[src/hdl/tvpc_pkg.sv]
// ----------------------------------------------------------------------------
// tvpc_pkg
// Types, codes and default sizes for the test vector pin checker.
// ----------------------------------------------------------------------------
package tvpc_pkg;

  localparam int TABLE_DEPTH = 1024;
  localparam int PORT_COUNT  = 3;

  localparam int PIN_W   = 24;
  localparam int OP_W    = 2;
  localparam int LIDX_W  = 10;
  localparam int STAT_W  = 3;
  localparam int COUNT_W = 11;
  localparam int EXP_W   = 4;
  localparam int REP_W   = 15;
  localparam int CIDX_W  = 3;

  localparam logic [EXP_W-1:0] MAX_EXP = 4'd14;

  // Item operations
  localparam logic [OP_W-1:0] OP_LOAD   = 2'd0;
  localparam logic [OP_W-1:0] OP_START  = 2'd1;
  localparam logic [OP_W-1:0] OP_SAMPLE = 2'd2;

  // Result status codes
  localparam logic [STAT_W-1:0] ST_LOADED = 3'd0;
  localparam logic [STAT_W-1:0] ST_CONT   = 3'd1;
  localparam logic [STAT_W-1:0] ST_PASS   = 3'd2;
  localparam logic [STAT_W-1:0] ST_FAIL   = 3'd3;
  localparam logic [STAT_W-1:0] ST_REJECT = 3'd4;

  // Configuration register indexes
  localparam logic [CIDX_W-1:0] CFG_USED_MASK  = 3'd0;
  localparam logic [CIDX_W-1:0] CFG_INPUT_MASK = 3'd1;
  localparam logic [CIDX_W-1:0] CFG_PULLUP     = 3'd2;
  localparam logic [CIDX_W-1:0] CFG_SEQ_MODE   = 3'd3;
  localparam logic [CIDX_W-1:0] CFG_COUNT      = 3'd4;
  localparam logic [CIDX_W-1:0] CFG_EXPONENT   = 3'd5;

  typedef struct packed {
    logic [OP_W-1:0]   op;
    logic [LIDX_W-1:0] load_index;
    logic [PIN_W-1:0]  vector_word;
    logic [PIN_W-1:0]  pin_sample;
  } in_item_t;

  typedef struct packed {
    logic [PIN_W-1:0]  drive_value;
    logic [STAT_W-1:0] status;
  } out_item_t;

  typedef struct packed {
    logic [PIN_W-1:0]   used_mask;
    logic [PIN_W-1:0]   input_mask;
    logic [PIN_W-1:0]   pullup_mask;
    logic               sequential_mode;
    logic [COUNT_W-1:0] vector_count;
    logic [EXP_W-1:0]   repeat_exponent;
  } cfg_t;

  typedef struct packed {
    logic running;
    logic mismatch_seen;
  } flags_t;

  typedef struct packed {
    logic wr_en;
    logic fwd_en;
  } req_t;

  typedef enum logic [0:0] {
    FSM_IDLE,
    FSM_EXEC
  } fsm_t;

endpackage

[src/hdl/tvpc_step.sv]
// ----------------------------------------------------------------------------
// tvpc_step
// Per-item decision logic: table access for an accepted item, then the
// compare, run bookkeeping and result once the table word is back.
// ----------------------------------------------------------------------------
module tvpc_step #(
  parameter int TABLE_DEPTH = tvpc_pkg::TABLE_DEPTH,
  parameter int PORT_COUNT  = tvpc_pkg::PORT_COUNT
) (
  input  tvpc_pkg::cfg_t                        cfg,
  input  tvpc_pkg::in_item_t                    item,
  input  logic [$clog2(TABLE_DEPTH)-1:0]        position,
  input  logic [tvpc_pkg::REP_W-1:0]            repeats,
  input  tvpc_pkg::flags_t                      flags,
  input  logic [tvpc_pkg::PIN_W-1:0]            cur_vec,
  input  tvpc_pkg::in_item_t                    ex_item,
  input  logic [tvpc_pkg::PIN_W-1:0]            rd_data,
  output tvpc_pkg::req_t                        req,
  output logic [$clog2(TABLE_DEPTH)-1:0]        wr_addr,
  output logic [tvpc_pkg::PIN_W-1:0]            wr_data,
  output logic [$clog2(TABLE_DEPTH)-1:0]        rd_addr,
  output logic [$clog2(TABLE_DEPTH)-1:0]        position_next,
  output logic [tvpc_pkg::REP_W-1:0]            repeats_next,
  output tvpc_pkg::flags_t                      flags_next,
  output logic [tvpc_pkg::PIN_W-1:0]            cur_vec_next,
  output tvpc_pkg::out_item_t                   result
);

  localparam int AW   = $clog2(TABLE_DEPTH);
  localparam int CW_T = $clog2(TABLE_DEPTH + 1);
  localparam int CW   = (CW_T > tvpc_pkg::COUNT_W) ? CW_T : tvpc_pkg::COUNT_W;
  localparam int PW   = tvpc_pkg::PIN_W;
  localparam logic [CW-1:0] DEPTH_C = CW'(TABLE_DEPTH);
  localparam logic [PW-1:0] PIN_MASK =
    (8 * PORT_COUNT >= PW) ? {PW{1'b1}} : PW'((64'd1 << (8 * PORT_COUNT)) - 64'd1);

  logic [CW-1:0]                 cnt_ext;
  logic [CW-1:0]                 eff_count;
  logic [CW-1:0]                 pos_inc;
  logic [CW-1:0]                 li_ext;
  logic                          adv;
  logic [PW-1:0]                 drive;
  logic [PW-1:0]                 care;
  logic                          check;
  logic                          miss;
  logic [tvpc_pkg::EXP_W-1:0]    exp_eff;
  logic [tvpc_pkg::REP_W-1:0]    rep_inc;
  logic [tvpc_pkg::REP_W-1:0]    rep_lim;

  // Shared run arithmetic; state does not move between accept and execute.
  always_comb begin
    cnt_ext   = CW'(cfg.vector_count);
    eff_count = (cnt_ext > DEPTH_C) ? DEPTH_C : cnt_ext;
    pos_inc   = CW'(position) + CW'(1);
    adv       = pos_inc < eff_count;
    li_ext    = CW'(item.load_index);
  end

  // Table access for the item being accepted.
  always_comb begin
    req.wr_en  = (item.op == tvpc_pkg::OP_LOAD) && (li_ext < DEPTH_C);
    req.fwd_en = req.wr_en && flags.running && (li_ext == CW'(position));
    wr_addr    = AW'(item.load_index);
    wr_data    = item.vector_word & PIN_MASK;
    rd_addr    = ((item.op == tvpc_pkg::OP_SAMPLE) && adv) ? AW'(pos_inc) : '0;
  end

  // Compare and bookkeeping once the table word is back.
  always_comb begin
    drive   = cfg.used_mask & ((rd_data & cfg.input_mask) |
              (cfg.pullup_mask & ~cfg.input_mask)) & PIN_MASK;
    care    = ~cfg.input_mask & cfg.used_mask & PIN_MASK;
    check   = !cfg.sequential_mode || position[0];
    miss    = flags.mismatch_seen ||
              (check && (((ex_item.pin_sample ^ cur_vec) & care) != '0));
    exp_eff = (cfg.repeat_exponent > tvpc_pkg::MAX_EXP) ?
              tvpc_pkg::MAX_EXP : cfg.repeat_exponent;
    rep_inc = repeats + tvpc_pkg::REP_W'(1);
    rep_lim = tvpc_pkg::REP_W'(1) << exp_eff;

    position_next      = position;
    repeats_next       = repeats;
    flags_next         = flags;
    cur_vec_next       = cur_vec;
    result.drive_value = '0;
    result.status      = tvpc_pkg::ST_REJECT;

    case (ex_item.op)
      tvpc_pkg::OP_LOAD: begin
        result.status = tvpc_pkg::ST_LOADED;
      end
      tvpc_pkg::OP_START: begin
        position_next            = '0;
        repeats_next             = '0;
        flags_next.mismatch_seen = 1'b0;
        if (eff_count == '0) begin
          flags_next.running = 1'b0;
          result.status      = tvpc_pkg::ST_PASS;
        end else begin
          flags_next.running = 1'b1;
          result.drive_value = drive;
          result.status      = tvpc_pkg::ST_CONT;
          cur_vec_next       = rd_data;
        end
      end
      tvpc_pkg::OP_SAMPLE: begin
        if (flags.running) begin
          flags_next.mismatch_seen = miss;
          if (adv) begin
            position_next      = AW'(pos_inc);
            result.drive_value = drive;
            result.status      = tvpc_pkg::ST_CONT;
            cur_vec_next       = rd_data;
          end else if (miss) begin
            flags_next.running = 1'b0;
            position_next      = '0;
            result.status      = tvpc_pkg::ST_FAIL;
          end else begin
            repeats_next  = rep_inc;
            position_next = '0;
            if (rep_inc >= rep_lim) begin
              flags_next.running = 1'b0;
              result.status      = tvpc_pkg::ST_PASS;
            end else begin
              result.drive_value = drive;
              result.status      = tvpc_pkg::ST_CONT;
              cur_vec_next       = rd_data;
            end
          end
        end
      end
      default: begin
        result.status = tvpc_pkg::ST_REJECT;
      end
    endcase
  end

endmodule

[config.mk]
export PLATFORM = sky130hd
export DESIGN_NAME = tvpc_step
export DESIGN_NICKNAME = d
export VERILOG_FILES = /design/src/hdl/tvpc_pkg.sv /design/src/hdl/tvpc_step.sv
export SDC_FILE = /design/constraint.sdc
export NUM_CORES = 1
export LEC_CHECK = 0
export ABC_AREA = 1
export BUFFER_PORTS_ARGS = -buffer_cell sky130_fd_sc_hd__buf_2
export CORE_AREA = 2 2 160 162
export DETAILED_ROUTE_END_ITERATION = 7
export DIE_AREA = 0 0 162 164
export PLACE_DENSITY = 0.46
export SLEW_MARGIN = 0
export SYNTH_ARGS = -nofsm -noshare
export SYNTH_HDL_FRONTEND = slang
export SYNTH_SLANG_ARGS = --single-unit
[constraint.sdc]
create_clock -name vclk -period 5.9
set_input_delay 1.18 -clock vclk [all_inputs]
set_output_delay 1.18 -clock vclk [all_outputs]
set_load 0.005 [all_outputs]
==> results.sh <==
export IMPL_diodes=0
export IMPL_start_kind="input port"
export IMPL_critPathRequiredTime_ns=4.72
export IMPL_cts_hold_buf=0
export IMPL_synth_top_cells_by_area="nand2_1, inv_1, o21ai_0, nor2_1, ha_1"
export IMPL_cp_end_kind="output pin"
export IMPL_die_w_um=162
export IMPL_peakVddDrop_mv=0.03318
export IMPL_grtUsageTotal_pct=15.99
export IMPL_p_sw_mw=0.3202
export IMPL_final_area_um2=6975
export IMPL_drt_wl_total_um=23010
export IMPL_place_congestion=0.8339
export IMPL_hp_class="in -> out"
export IMPL_synth_cell_types=39
export IMPL_vias=6962
export IMPL_die_h_um=164
export IMPL_drc=0
export IMPL_synth_nets=1309
export IMPL_grt_max_degree=63
export IMPL_slew_headroom_pct=52.41
export IMPL_setup_viol=0
export IMPL_cp_startpoint="repeats[0]"
export IMPL_p_sw_share_pct=58.83
export IMPL_leakage_nw=4.080
export IMPL_num_rows=58
export IMPL_slew_violations=0
export IMPL_p_int_mw=0.2241
export IMPL_finalHoldViolations=0
export IMPL_area_growth_pct=41.79
export IMPL_ys_warn_count=0
export IMPL_ys_seq_area_share_pct=0
export IMPL_p_seq_share_pct=0
export IMPL_final_seq_area_um2=0
export IMPL_worstPathArrival_ns=4.51
export IMPL_fp_coreArea_um2=24820
export IMPL_die_area_um2=26570
export IMPL_netlist_area_leader_share_pct=20.45
export IMPL_final_common_cell="buf_2"
export IMPL_dp_hpwl_um=18800
export IMPL_status="completed"
export IMPL_crit_end="result[6]"
export IMPL_ant_nets=0
export IMPL_finalCritPeriodShare_pct=96.36
export IMPL_fin_crit_ns=5.685
export IMPL_dr_pass1_iters=4
export IMPL_drive_above_1_share_pct=32.72
export IMPL_p_comb_share_pct=100.0
export IMPL_fill_cells=2952
export IMPL_wl_per_cell_um=14.51
export IMPL_portBuffers=301
export IMPL_avgSynthCellArea_um2=4.939
export IMPL_netlist_area_um2=4920
export IMPL_postSynthCellCount=996
export IMPL_synth_area_leader_cell="nand2_1"
export IMPL_power_share_clock_pct=0
export IMPL_grt_pass1_vias=6478
export IMPL_rsz0062_at_grt="true"
export IMPL_overflow=0
export IMPL_path_class="in -> out"
export IMPL_cap_violations=0
export IMPL_seq_cells=0
export IMPL_io_pins=407
export IMPL_timing_fmax_mhz=175.9
export IMPL_nClkBuffers=0
export IMPL_routed_via_density=4.390
export IMPL_initialDrtViolationCount=258
export IMPL_final_nets=1571
export IMPL_place_area_um2=6601
export IMPL_dp_cells=1578
export IMPL_final_cell_mix="buf_2, nand2_1, inv_1"
export IMPL_fin_cells=1586
export IMPL_grt_pass1_wl_um=34300
export IMPL_worstMarginPinSlew_ns=0.7139
export IMPL_powerDensity_nw_per_um2=78.04
export IMPL_initial_utilization_pct=19.82
export IMPL_crit_fanout=7
export IMPL_antenna_found_initial=1
-- per-layer routing --
metal / GRT usage [%] / vias up / part of all wire (%)
met5: 0 / - / 0.056
met4: 0.5632 / 2 / 0.42
met3: 2.399 / 10 / 7.3
met2: 30.81 / 251 / 50
met1: 19.63 / 3073 / 43
li1: - / 3626 / -
-- logic make-up (layout without fill, tap and decap cells) --
group,Yosys count,count (layout),share of synthesized area (%)
AND/OR/NAND/NOR,527,527,46.95
buffers and inverters,240,500,22.15
AO/OA/AOI/OAI,175,175,19.00
adder cells (fa/ha/maj),30,30,7.630
XOR/XNOR,24,24,4.273
-- synthesized netlist by cell type, drive strengths merged --
cell	instances
nand2	283
inv	165
nor2	140
o21ai	110
nand3	59
buf	49
a21oi	46
ha	30
nand4	27
clkbuf	24
xor2	14
xnor2	10
o21a	9
nor3	8
o211ai	8
nor4	4
clkinv	2
o21bai	2
or2	2
and2	1
nand3b	1
or3	1
or4	1
-- power groups by stage --
stage / logic, mW / clock network, mW / registers [mW]
floorplan: 0.282 / 0 / 0
finish: 0.544 / 0 / 0
global placement: 0.506 / 0 / 0
detailed placement: 0.510 / 0 / 0
global route: 0.616 / 0 / 0
CTS: 0.512 / 0 / 0
-- cell type report --
cell class                 count  area, um2  area share, %
timing repair buffer         333       1867          26.76
multi-input combinational    756       4064          58.26
tap                          330      412.9          5.919
inverter                     167      631.9          9.058
-- metrics by stage --
step                      worst slack [ns]  TNS [ns]  utilization (%)  total power, mW  hold WS (ns)
after floorplan                     0.7103         0                -           0.2815         2.391
after global placement            -0.06016   -0.8300            26.60           0.5058         2.360
after detailed placement          -0.07606    -1.849            26.60           0.5097         2.360
after CTS                         0.006860         0            26.65           0.5123         2.360
after global routing              -0.06004   -0.7116            28.11           0.6159         2.360
final                               0.2148         0            28.11           0.5444         2.360
-- worst min path at each step --
| stage | from | to | slack, ns | cells after the start |
|---|---|---|---|---|
| global placement | item[34] | wr_data[10] | 2.36 | 0 |
| CTS | item[34] | wr_data[10] | 2.36 | 0 |
| floorplan | position[0] | rd_addr[0] | 2.39 | 1 |
| finish | item[44] | wr_data[20] | 2.36 | 0 |
| detailed placement | item[34] | wr_data[10] | 2.36 | 0 |
| global route | item[44] | wr_data[20] | 2.36 | 0 |
-- what timing repair did --
item / in CTS / in global routing
cloned: 0 / 2
gates resized for setup: 4 / 56
pin swaps: 2 / 34
endpoints found under the setup margin: 45 / 56
setup buffers: 0 / 7
-- critical path: stages --
cell     delay [ns]
buf_6          0.08
buf_4          0.10
inv_1          0.05
nor3_2         0.21
nand3_1        0.15
nor2_2         0.16
nand3_2        0.12
nor2_4         0.16
nand3_2        0.12
nor2_4         0.14
xor2_2         0.21
ha_4           0.24
nand2_4        0.07
inv_2          0.03
nand3_2        0.05
or2_1          0.13
nor2_1         0.05
nand2_1        0.06
nand2_2        0.06
nor2_4         0.16
nand3_4        0.12
nand2_8        0.11
nand3_2        0.07
nand2_2        0.15
nand2_8        0.11
buf_12         0.19
nor2_4         0.09
buf_2          0.12
Power figures use the tool's default switching activity.
